$ cat src/cpu8_execute_unit_top_macros.svh
// assertion helpers for the execute unit
`ifndef CPU8_EXECUTE_UNIT_TOP_MACROS_SVH
`define CPU8_EXECUTE_UNIT_TOP_MACROS_SVH

// property that holds at every clock outside reset
`define CPU8EU_ASSERT_ALWAYS(lbl, expr, msg) \
  lbl: assert property (@(posedge clk) disable iff (rst) (expr)) else $error(msg);

// same-cycle implication
`define CPU8EU_ASSERT_IMPL(lbl, ante, cons, msg) \
  lbl: assert property (@(posedge clk) disable iff (rst) (ante) |-> (cons)) else $error(msg);

// next-cycle implication
`define CPU8EU_ASSERT_NEXT(lbl, ante, cons, msg) \
  lbl: assert property (@(posedge clk) disable iff (rst) (ante) |=> (cons)) else $error(msg);

`endif

$ cat src/cpu8eu_pkg.sv
`timescale 1ns / 1ps
package cpu8eu_pkg;

  typedef enum logic [4:0] {
    FN_ADC    = 5'd0,
    FN_AND    = 5'd1,
    FN_ORA    = 5'd2,
    FN_EOR    = 5'd3,
    FN_CMP    = 5'd4,
    FN_CPX    = 5'd5,
    FN_CPY    = 5'd6,
    FN_LDA    = 5'd7,
    FN_LDX    = 5'd8,
    FN_LDY    = 5'd9,
    FN_ASL    = 5'd10,
    FN_LSR    = 5'd11,
    FN_ROL    = 5'd12,
    FN_ROR    = 5'd13,
    FN_INC    = 5'd14,
    FN_DEC    = 5'd15,
    FN_INX    = 5'd16,
    FN_INY    = 5'd17,
    FN_DEX    = 5'd18,
    FN_DEY    = 5'd19,
    FN_BIT    = 5'd20,
    FN_CLC    = 5'd21,
    FN_CLD    = 5'd22,
    FN_CLI    = 5'd23,
    FN_CLV    = 5'd24,
    FN_BRANCH = 5'd25,
    FN_PHA    = 5'd26,
    FN_PHP    = 5'd27,
    FN_PLA    = 5'd28,
    FN_PLP    = 5'd29,
    FN_NOP    = 5'd30
  } func_t;

  typedef enum logic [1:0] {
    COND_C = 2'd0,
    COND_Z = 2'd1,
    COND_N = 2'd2,
    COND_V = 2'd3
  } cond_t;

  // status bit positions: N V 1 B D I Z C
  localparam int unsigned FLAG_C = 0;
  localparam int unsigned FLAG_Z = 1;
  localparam int unsigned FLAG_I = 2;
  localparam int unsigned FLAG_D = 3;
  localparam int unsigned FLAG_B = 4;
  localparam int unsigned FLAG_U = 5;
  localparam int unsigned FLAG_V = 6;
  localparam int unsigned FLAG_N = 7;

  localparam logic [7:0] STATUS_RESET = 8'h24;

endpackage

$ cat src/cpu8_execute_unit_top.sv
// the result is registered and is valid in the cycle after the input transfer
// throughput: one item per cycle while the result register is empty or being drained; all
//   flag and register logic sits between the architectural registers and a single result register
// ready stays high while the result register is empty or being drained
// reset: A, X, Y cleared, status 0x24 (I and bit 5 set), result register empty
`timescale 1ns / 1ps
`include "cpu8_execute_unit_top_macros.svh"
module cpu8_execute_unit_top (
  input  logic       clk,
  input  logic       rst,
  input  logic       in_valid,
  output logic       in_ready,
  input  logic [4:0] func,
  input  logic [7:0] operand,
  input  logic       on_memory,
  input  logic [1:0] cond_flag,
  input  logic       cond_sense,
  output logic       out_valid,
  input  logic       out_ready,
  output logic [7:0] acc_out,
  output logic [7:0] x_out,
  output logic [7:0] y_out,
  output logic [7:0] status_out,
  output logic [7:0] mem_data,
  output logic       mem_write,
  output logic       branch_taken
);
  import cpu8eu_pkg::*;

  logic [7:0] acc, index_x, index_y, status;
  logic [7:0] acc_next, index_x_next, index_y_next, status_next;
  logic [7:0] md_next;
  logic       mw_next, taken_next;
  logic       in_fire;

  logic [8:0] adc_sum;
  logic [8:0] cmp_diff;
  logic [7:0] cmp_reg;
  logic [7:0] sh_src, sh_res;
  logic       sh_c;
  logic       cond_bit;

  function automatic logic [7:0] put_nz(input logic [7:0] st, input logic [7:0] v);
    logic [7:0] r;
    r = st;
    r[FLAG_Z] = (v == 8'h00);
    r[FLAG_N] = v[7];
    return r;
  endfunction

  assign in_ready = !out_valid || out_ready;
  assign in_fire  = in_valid && in_ready;

  assign adc_sum = {1'b0, acc} + {1'b0, operand} + {8'h00, status[FLAG_C]};

  always_comb begin
    unique case (func_t'(func))
      FN_CPX:  cmp_reg = index_x;
      FN_CPY:  cmp_reg = index_y;
      default: cmp_reg = acc;
    endcase
  end
  assign cmp_diff = {1'b0, cmp_reg} - {1'b0, operand};

  // shifter shared by the accumulator and memory forms
  assign sh_src = on_memory ? operand : acc;
  always_comb begin
    unique case (func_t'(func))
      FN_ASL: begin
        sh_res = {sh_src[6:0], 1'b0};
        sh_c   = sh_src[7];
      end
      FN_LSR: begin
        sh_res = {1'b0, sh_src[7:1]};
        sh_c   = sh_src[0];
      end
      FN_ROL: begin
        sh_res = {sh_src[6:0], status[FLAG_C]};
        sh_c   = sh_src[7];
      end
      default: begin
        sh_res = {status[FLAG_C], sh_src[7:1]};
        sh_c   = sh_src[0];
      end
    endcase
  end

  always_comb begin
    unique case (cond_t'(cond_flag))
      COND_C: cond_bit = status[FLAG_C];
      COND_Z: cond_bit = status[FLAG_Z];
      COND_N: cond_bit = status[FLAG_N];
      COND_V: cond_bit = status[FLAG_V];
      default: cond_bit = status[FLAG_C];
    endcase
  end

  always_comb begin
    acc_next     = acc;
    index_x_next = index_x;
    index_y_next = index_y;
    status_next  = status;
    md_next      = 8'h00;
    mw_next      = 1'b0;
    taken_next   = 1'b0;
    unique case (func_t'(func))
      FN_ADC: begin
        acc_next            = adc_sum[7:0];
        status_next[FLAG_C] = adc_sum[8];
        status_next[FLAG_V] = ~(acc[7] ^ operand[7]) & (acc[7] ^ adc_sum[7]);
        status_next         = put_nz(status_next, adc_sum[7:0]);
      end
      FN_AND: begin
        acc_next    = acc & operand;
        status_next = put_nz(status, acc & operand);
      end
      FN_ORA: begin
        acc_next    = acc | operand;
        status_next = put_nz(status, acc | operand);
      end
      FN_EOR: begin
        acc_next    = acc ^ operand;
        status_next = put_nz(status, acc ^ operand);
      end
      FN_CMP, FN_CPX, FN_CPY: begin
        status_next[FLAG_C] = !cmp_diff[8];
        status_next         = put_nz(status_next, cmp_diff[7:0]);
      end
      FN_LDA, FN_PLA: begin
        acc_next    = operand;
        status_next = put_nz(status, operand);
      end
      FN_LDX: begin
        index_x_next = operand;
        status_next  = put_nz(status, operand);
      end
      FN_LDY: begin
        index_y_next = operand;
        status_next  = put_nz(status, operand);
      end
      FN_ASL, FN_LSR, FN_ROL, FN_ROR: begin
        status_next[FLAG_C] = sh_c;
        status_next         = put_nz(status_next, sh_res);
        if (on_memory) begin
          md_next = sh_res;
          mw_next = 1'b1;
        end else begin
          acc_next = sh_res;
        end
      end
      FN_INC: begin
        md_next     = operand + 8'd1;
        mw_next     = 1'b1;
        status_next = put_nz(status, operand + 8'd1);
      end
      FN_DEC: begin
        md_next     = operand - 8'd1;
        mw_next     = 1'b1;
        status_next = put_nz(status, operand - 8'd1);
      end
      FN_INX: begin
        index_x_next = index_x + 8'd1;
        status_next  = put_nz(status, index_x + 8'd1);
      end
      FN_INY: begin
        index_y_next = index_y + 8'd1;
        status_next  = put_nz(status, index_y + 8'd1);
      end
      FN_DEX: begin
        index_x_next = index_x - 8'd1;
        status_next  = put_nz(status, index_x - 8'd1);
      end
      FN_DEY: begin
        index_y_next = index_y - 8'd1;
        status_next  = put_nz(status, index_y - 8'd1);
      end
      FN_BIT: begin
        status_next[FLAG_N] = operand[7];
        status_next[FLAG_V] = operand[6];
        status_next[FLAG_Z] = ((acc & operand) == 8'h00);
      end
      FN_CLC: status_next[FLAG_C] = 1'b0;
      FN_CLD: status_next[FLAG_D] = 1'b0;
      FN_CLI: status_next[FLAG_I] = 1'b0;
      FN_CLV: status_next[FLAG_V] = 1'b0;
      FN_BRANCH: taken_next = (cond_bit == cond_sense);
      FN_PHA: begin
        md_next = acc;
        mw_next = 1'b1;
      end
      FN_PHP: begin
        md_next         = status;
        md_next[FLAG_B] = 1'b1;
        md_next[FLAG_U] = 1'b1;
        mw_next         = 1'b1;
      end
      FN_PLP: begin
        // pulled byte: break bit dropped, bit 5 always set
        status_next         = operand;
        status_next[FLAG_B] = 1'b0;
        status_next[FLAG_U] = 1'b1;
      end
      default: ;
    endcase
  end

  always_ff @(posedge clk) begin
    if (rst) begin
      acc     <= 8'h00;
      index_x <= 8'h00;
      index_y <= 8'h00;
      status  <= STATUS_RESET;
    end else if (in_fire) begin
      acc     <= acc_next;
      index_x <= index_x_next;
      index_y <= index_y_next;
      status  <= status_next;
    end
  end

  always_ff @(posedge clk) begin
    if (rst) begin
      out_valid <= 1'b0;
    end else if (in_fire) begin
      out_valid <= 1'b1;
    end else if (out_ready) begin
      out_valid <= 1'b0;
    end
  end

  always_ff @(posedge clk) begin
    if (in_fire) begin
      acc_out      <= acc_next;
      x_out        <= index_x_next;
      y_out        <= index_y_next;
      status_out   <= status_next;
      mem_data     <= md_next;
      mem_write    <= mw_next;
      branch_taken <= taken_next;
    end
  end

  `CPU8EU_ASSERT_ALWAYS(a_status_bit5, status[FLAG_U], "status bit 5 lost")
  `CPU8EU_ASSERT_NEXT(a_fire_gives_result, in_fire, out_valid, "accepted item gave no result")
  `CPU8EU_ASSERT_IMPL(a_no_write_zero_data, out_valid && !mem_write, mem_data == 8'h00,
                      "mem_data not zero without a write")
  `CPU8EU_ASSERT_IMPL(a_branch_no_write, out_valid && branch_taken, !mem_write,
                      "branch result carries a memory write")

endmodule
$ cat config.mk
export PLATFORM = sky130hd
export DESIGN_NAME = cpu8_execute_unit_top
export DESIGN_NICKNAME = d
export VERILOG_FILES = /design/src/cpu8eu_pkg.sv /design/src/cpu8_execute_unit_top.sv
export VERILOG_INCLUDE_DIRS = /design/src /design/src/src
export SDC_FILE = /design/constraint.sdc
export NUM_CORES = 1
export LEC_CHECK = 0
export BUFFER_PORTS_ARGS = -buffer_cell sky130_fd_sc_hd__buf_2
export CAP_MARGIN = 20
export CORE_ASPECT_RATIO = 0.8
export CORE_UTILIZATION = 25
export DETAILED_ROUTE_END_ITERATION = 10
export HOLD_SLACK_MARGIN = 0.08
export PLACE_DENSITY = 0.39
export SYNTH_ARGS = -nofsm -noshare
export SYNTH_HDL_FRONTEND = slang
export SYNTH_SLANG_ARGS = --single-unit
export TNS_END_PERCENT = 50
$ cat constraint.sdc
create_clock -name clk -period 6.2 [get_ports clk]
set_clock_uncertainty 0.2 [all_clocks]
set_input_delay 0.62 -clock clk [delete_from_list [all_inputs] [get_ports clk]]
set_output_delay 0.62 -clock clk [all_outputs]
set_load 0.1 [all_outputs]
After elaboration in Yosys (flattened, before gate mapping)
Index checks and enable logic that the tools add are counted.
- register bits: 75
- input port bits: 21
- output and inout bits: 44
- logic and storage cells: 112
- add/subtract/negate cells: 9
- eq/ne operators: 33
- multiplexer cells: 22
- bitwise operators: 7
- reduce and logical (&&, ||, !) cells: 29
- operator list (kind ; number):
    8-bit zero test ; 13
    8-bit case mux with 3 select lines ; 3
    5-bit == test (second input constant) ; 14
    8-bit case mux with 6 select lines ; 1
    5-bit by 4-bit == test with 1-bit output (second input constant) ; 8
    8-bit case mux with 5 select lines ; 1
    8-bit by 1-bit adder with 8-bit output (second input constant) ; 3
    8-bit two-way mux ; 3
    8-bit by 1-bit subtractor with 8-bit output (second input constant) ; 3
    5-bit by 3-bit == test with 1-bit output (second input constant) ; 4
    8-bit case mux with 2 select lines ; 1
    1-bit case mux with 14 select lines ; 1
    1-bit case mux with 13 select lines ; 1
    4-bit OR reduction ; 3
    5-bit by 2-bit == test with 1-bit output (second input constant) ; 2
    8-bit by 8-bit adder with 9-bit output ; 1
    9-bit by 1-bit adder with 9-bit output ; 1
    8-bit by 8-bit subtractor with 9-bit output ; 1
    8-bit bitwise AND ; 1
    8-bit OR ; 1
    2-bit OR reduction ; 4
    8-bit bitwise XOR ; 1
    1-bit case mux with 2 select lines ; 3
    6-bit OR reduction ; 1
    19 further kinds ; 25

Depth between registers and ports, before layout
Gate-level depths: netlist of the first run.
- depth after elaboration: 5
- gate-level depth with buffers: 18
- depth with buffers taken out: 15

Worst setup path after synthesis of the first run
OpenSTA, ideal clock, no wires.
- kind: input to register
- start: in func[4]
- end: reg status[1]
- library setup time: 0.091 ns
- arrival time: 3.895 ns
- required time: 5.909 ns
- setup slack: 2.014 ns
- stages on the path: 17
- path buffers: 3
- path through: buf_2 -> buf_2 -> nor2_1 -> and3_1 -> and2_1 -> clkbuf_1 -> nor2_1 -> a21oi_1 -> ha_1 -> inv_1 -> fa_1 -> a21o_1 -> a21oi_1 -> mux2i_1 -> o311ai_0 -> or3_1 -> a311oi_1
- word-level cells in the longest chain between the ends: 5
- elaborated cells between the ends (all ways): 33
- classes of those cells: 1 x add/sub; 22 x eq/ne; 3 x mux; 7 x reduce/logical
- RTL lines (element ; line ; RTL):
    start: declaration ; cpu8_execute_unit_top.sv:13 ; input logic [4:0] func,
    5-bit by 3-bit == test with 1-bit output ; cpu8_execute_unit_top.sv:57, cpu8_execute_unit_top.sv:106 ;
    8-bit case mux with 2 select lines ; cpu8_execute_unit_top.sv:57 ; unique case (func_t'(func))
    8-bit by 8-bit subtractor with 9-bit output ; cpu8_execute_unit_top.sv:63 ; assign cmp_diff = {1'b0, cmp_reg} - {1'b0, operand};
    8-bit zero test ; cpu8_execute_unit_top.sv:46 ; r[FLAG_Z] = (v == 8'h00);
    1-bit case mux with 14 select lines * ; cpu8_execute_unit_top.sv:106 ; unique case (func_t'(func))
    end signal: assignment ; cpu8_execute_unit_top.sv:217 ; status <= status_next;
    end: declaration ; cpu8_execute_unit_top.sv:30 ; logic [7:0] acc, index_x, index_y, status;
Every way passes the cells marked *; elsewhere a longest branch is shown, timed or not.
A chain may end at the register's enable or synchronous reset.

Final worst setup path of the first run
- start: in func[2]
- end: reg status[1]
The elaborated chain is that of the path after synthesis.

==> flow_summary.ini, run 1 <==
[status]
status = completed

[logic_synthesis]
yosysSeqAreaShare_pct = 28.64
yosys.area.top_type = edfxtp_1
syn-num-nets = 887
synth_async_sr_flop_share_pct = 0
syn_area_sq_mm = 0.006711
ys_ff_latch = 75
synth_compound_area_share_pct = 23.55
netlist_instances = 826
synth_ff_type = edfxtp_1
synth-edff-count = 42
synthDominantCellAreaShare_pct = 18.79
yosys_warnings = 0
avgSynthCellArea_sq_um = 8.125
synth-adder-area-share_pct = 7.793
synthSimpleGateAreaFrac_pct = 25.04
synth_xor_area_share_pct = 5.071
synth_top_family_by_area = simple AND/OR/NAND/NOR gates
ys_types = 76
synthTopCellsByArea = edfxtp_1 (19%), dfxtp_1 (9.8%), ha_1 (6.9%), nand2_1 (5.4%), nor2_1 (4.3%)
synth_mux_area_share_pct = 4.213

[final_layout]
num-nets-final = 915
n_antenna_cell = 0
multi_input_area_sq_mm = 0.004407
regArea_sq_mm = 0.001922
area.growth.synth_to_final_pct = 13.85
drive_above_1_share_pct = 13.27
fillers = 2891

[drt]
ant_nets = 0
finalWirelength_um = 27960
drt_iter0_drc = 690
num_vias = 6733
first_pass_iters = 5
via_per_inst = 5.537
drc = 0
wl_per_cell_um = 22.99

[power_and_ir_drop]
netSwitchingPower_uw = 744.2
comb_power_share_pct = 32.5
switching_share_pct = 40.56
clkPwrFrac_pct = 34.0
power_frac_seq_pct = 33.5
p_int_mw = 1.091
power_density_mw_per_mm2 = 240.2
leakage_nw = 2.845
max-vdd-ir-drop_uv = 122.6

[clock_tree]
cts_hold_buf = 0
cts_num_sinks = 75
clk_latency_ps = 360
clkTransAtPathRegs_ps = 80
numCtsBuffers = 9
cts_htree_levels = 3
cts_resized = 0
clockBufferDepth = 2
cts_setup_buffers = 0
cts_tree = done
root_buffer = clkbuf_16

[sta]
setup_viol = 0
worst_pin_slew_ps = 1170
finalCriticalPeriod_ps = 4697
drv_slew = 0
finalCritPeriodShare_pct = 75.75
setup_tns_ps = 0
whs_ps = 241.1
fmax_mhz = 212.9
hold_violations = 0
slew_headroom_pct = 21.38
rsz0062_at_grt = no

[placement]
io_buffers = 64
dpl.hpwl_um = 20470
place.gp.congestion = 0.8825

[floorplanning]
dieArea_sq_mm = 0.02751
io_pins = 65
chipWidth_um = 185.2
start_util_pct = 25.49
coreArea_sq_mm = 0.02633
rows = 53
die_h_um = 148.6

[critical_path]
critPathArrivalTime_ps = 4770
startpoint = func[2]
path_class = in2reg
worstReg2RegStart = acc[0]
cp-start-kind = input pin
end_kind = flop
worstPathRequired_ps = 6270
worstPathMaxFanout = 35

[grt]
grt_max_degree = 48
overflow = 0
grt_usage_pct = 20.76
grt_pass1_wl_um = 42090
grt_pass1_vias = 6281
antenna_found_initial = 0

[worst_hold_path]
hold_path_class = reg2reg
hold_path.startpoint = status[5]

[job]
cap_viol_max_count = 0
==> final timing paths <==
kind / to / slack, ps / cells past startpoint
min reg2reg: status[5] / 240 / 1
max reg2reg: status_out[1] / 2530 / 9
max: status[1] / 1500 / 15
min: status[5] / 240 / 1
==> placed cells by master, fill, tap and decap left out, types with 6 or more instances in the layout <==
cell / instances
nand2_1: 96
nor2_1: 77
buf_2: 64
a21oi_1: 42
edfxtp_1: 42
o21ai_0: 40
inv_1: 39
nor3_1: 38
ha_1: 37
dfxtp_1: 33
xnor2_1: 26
nand3_1: 23
a22oi_1: 19
nand2b_1: 17
a211oi_1: 16
nor4_1: 13
xor2_1: 11
nand4_1: 10
and3_1: 9
a2111oi_0: 9
a222oi_1: 9
clkbuf_16: 9
or3_1: 8
nor2b_1: 8
mux2i_1: 8
a221o_1: 8
mux4_2: 8
buf_4: 8
o221ai_1: 7
o211ai_1: 7
a31oi_1: 6
o22ai_1: 6
nand4b_1: 6
==> synthesized netlist by cell type (5+ instances only) <==
library cell / instances
a2111oi_0: 9
a211oi_1: 16
a21o_1: 5
a21oi_1: 42
a221o_1: 8
a221oi_1: 5
a222oi_1: 9
a22oi_1: 19
a31oi_1: 6
and3_1: 9
buf_1: 6
buf_2: 12
clkbuf_1: 37
dfxtp_1: 33
edfxtp_1: 42
ha_1: 37
inv_1: 39
mux2i_1: 8
mux4_2: 8
nand2_1: 96
nand2b_1: 17
nand3_1: 23
nand4_1: 10
nand4b_1: 6
nor2_1: 77
nor2b_1: 8
nor3_1: 38
nor3b_1: 5
nor4_1: 13
o211ai_1: 7
o21ai_0: 40
o221ai_1: 7
o22ai_1: 6
o31ai_1: 5
or3_1: 8
or4_1: 5
xnor2_1: 26
xor2_1: 11
==> power by group through the flow <==
stage                     Clock (mW)  Combinational, mW  Sequential [mW]
after floorplan                    0              0.302            0.760
after global routing           0.659              0.639            0.621
after global placement             0              0.595            0.627
after CTS                      0.645              0.591            0.615
after detailed placement           0              0.588            0.626
final                          0.624              0.596            0.615
==> layout make-up <==
type / instances / share of cell area [%]
clock buffers: 9 / 2.947
inverters: 40 / 1.965
multi-input cells: 655 / 57.67
well taps: 357 / 5.846
repair buffers: 73 / 5.043
flip-flops and latches: 75 / 25.15
clock inverters: 7 / 1.375
==> kinds of logic (layout without fill, tap and decap cells) <==
kind of cell	after synthesis	count (layout)
AO/OA/AOI/OAI	221	221
XOR/XNOR	38	38
adder cells (fa/ha/maj)	40	40
buffers and inverters	96	129
flip-flops	75	75
multiplexers	18	18
AND/OR/NAND/NOR	338	338
==> layer usage <==
metal  routed length [um]  share of wire [%]  vias up  track usage (%)
li1                     -                  -     3149                -
met1                14500                 52     3304            31.91
met2                11390                 41      260            29.29
met3                 1767                6.3       20            3.624
met4                  299                1.1        0            5.207
met5                    0                  0        -                0
==> through the flow <==
stage	worst slack, ps	util, %	power (mW)	instance area [sq um]	std cells
6_report	1503	29.02	1.835	7641	1216
5_1_grt	1276	29.02	1.919	7641	1216
4_1_cts	1664	29.01	1.851	7636	1215
3_5_place_dp	1298	27.75	1.214	7306	1199
3_3_place_gp	1337	27.75	1.223	7306	1199
2_1_floorplan	2014	-	1.063	6711	826
==> critical path: stages <==
cell and delay, ps:
buf_2 480, nor2b_1 310, nand2_1 160, nor2_1 520, nor2_1 250, a21oi_1 250, ha_1 190, inv_1 60
fa_1 420, xnor2_1 170, nand4b_1 130, a2111oi_0 320, o311ai_0 220, or3_1 390, a311oi_1 260
Note: power is estimated with default switching activity, not from simulation.
==> inputs of run 2 (changes only) <==
==> constraint.sdc (replaced) <==
create_clock -name clk -period 4.67 [get_ports clk]
set_clock_uncertainty 0.2 [all_clocks]
set_input_delay 0.467 -clock clk [delete_from_list [all_inputs] [get_ports clk]]
set_output_delay 0.467 -clock clk [all_outputs]
set_load 0.1 [all_outputs]
==> run 2 against run 1 <==
- sequential share of layout area is 0.43 points lower
- register-to-register slack lost 1500 ps
- die area unchanged
==> flow_summary.ini, run 2 (synthesis gave the netlist of run 1 again) <==
[status]
status = completed

[grt]
use_met1_pct = 31.87
antenna_found_initial = 0
grt.met3_usage_pct = 4.481
top_usage_layer = met1
grt_pass1_wl_um = 41970
overflow = 0
grt_usage_pct = 20.75
grt_util_met2_pct = 28.63
grt_pass1_vias = 6259
grt_max_degree = 36

[power_and_ir_drop]
leakage_nw = 2.933
max-vdd-ir-drop_uv = 157.9
power_density_mw_per_mm2 = 313.9

[drt]
wl_per_cell_um = 22.66
ant_nets = 0
drt_iter0_drc = 888
num_vias = 6850
drc = 0
via_per_inst = 5.556
finalWirelength_um = 27950
first_pass_iters = 8

[clock_tree]
cts_hold_buf = 0
root_buffer = clkbuf_16
cts_num_sinks = 75
clk_latency_ps = 360
cts_tree = done
cts_resized = 0
clockBufferDepth = 2
numCtsBuffers = 9
cts_htree_levels = 3
cts_setup_buffers = 0
clkTransAtPathRegs_ps = 70

[sta]
fmax_mhz = 258.9
drv_slew = 0
finalCriticalPeriod_ps = 3863
setup_viol = 0
finalCritPeriodShare_pct = 82.71
whs_ps = 153.7
rsz0062_at_grt = no
hold_violations = 0
worst_pin_slew_ps = 801.1
slew_headroom_pct = 46.18
setup_tns_ps = 0

[final_layout]
n_antenna_cell = 0
num-nets-final = 932
final_area_sq_mm = 0.007772
drive_above_1_share_pct = 14.95
area.growth.synth_to_final_pct = 15.81
final_common_cell = nand2_1
mostFrequentLayoutCells = nand2_1 (96), nor2_1 (77), buf_2 (64), a21oi_1 (42), edfxtp_1 (42)
fillers = 2861

[floorplanning]
dieArea_sq_mm = 0.02751
rows = 53
coreArea_sq_mm = 0.02633
die_h_um = 148.6
io_pins = 65
start_util_pct = 25.49
chipWidth_um = 185.2

[critical_path]
cp-start-kind = input pin
end_kind = flop
crit_path_cell_trace = buf_2 > nand2_1 > and3_1 > and2_1 > a22o_1 > a21oi_1 > ha_1 > inv_1 > fa_1 > xnor2_1 > nand4b_1 > a2111oi_0 > o311ai_0 > or3_1 > a311oi_1
crit_slowest_cell = fa_1
crit_family = compound AO/OA/AOI/OAI gates
critPathArrivalTime_ps = 3920
critical-path-max-stage-delay_ps = 420
path_class = in2reg
cp_num_buf_inv = 2
worstPathMaxFanout = 23
worstPathRequired_ps = 4730

[placement]
dpl.hpwl_um = 20630
io_buffers = 64
place.gp.congestion = 0.9156
postPlaceCellArea_sq_mm = 0.007441

[worst_hold_path]
hold_path_class = in2reg

[job]
cap_viol_max_count = 0
-- run 2: changes by cell type in the layout (fill, tap and decap cells not counted) --
cell	previous run	this run
buf_4	8	26
clkbuf_2	1	0
clkinvlp_4	1	0
clkinv_4	0	1
-- run 2: final timing paths --
| check | from | end | slack [ps] | depth (start not counted) |
|---|---|---|---|---|
| min | in_valid | out_valid | 150 | 3 |
| min reg2reg | status[5] | status[5] | 240 | 1 |
| max | func[0] | status[1] | 810 | 15 |
| max reg2reg | acc[0] | status[0] | 990 | 10 |
-- run 2: power by group --
group          total [mW]  leakage, nW  internal, mW  switching [mW]
Clock               0.823        0.163         0.480           0.343
Sequential          0.817        0.688         0.753          0.0646
Combinational       0.800         2.08         0.225           0.575
-- run 2: per-stage QoR --
stage / worst slack, ps / utilization (%) / cells / power, mW
floorplan: 613.6 / - / 826 / 1.411
global placement: 525.7 / 28.26 / 1217 / 1.635
detailed placement: 525.4 / 28.26 / 1217 / 1.622
CTS: 887.6 / 29.52 / 1233 / 2.457
global route: 513.3 / 29.52 / 1233 / 2.554
finish: 807.3 / 29.52 / 1233 / 2.440
-- run 2: final cells by class --
type                            count  area (sq um)  area share [%]
Clock buffer                        9         225.2           2.898
Sequential cell                    75          1922           24.73
Timing Repair Buffer               90         515.5           6.632
Inverter                           40         150.1           1.932
Multi-Input combinational cell    655          4407           56.70
Tap cell                          357         446.7           5.747
Clock inverter                      7         106.4           1.368
-- run 2: tightest hold or removal path, delay by kind of cell --
kind,cells,cell delay [ps]
buffers and inverters,2,140
AOI/OAI and AO/OA,1,50
-- run 2: metal layers --
metal,up-vias,share of wire [%]
li1,3188,-
met1,3332,50
met2,306,41
met3,24,7.7
met4,0,1.3
met5,-,0
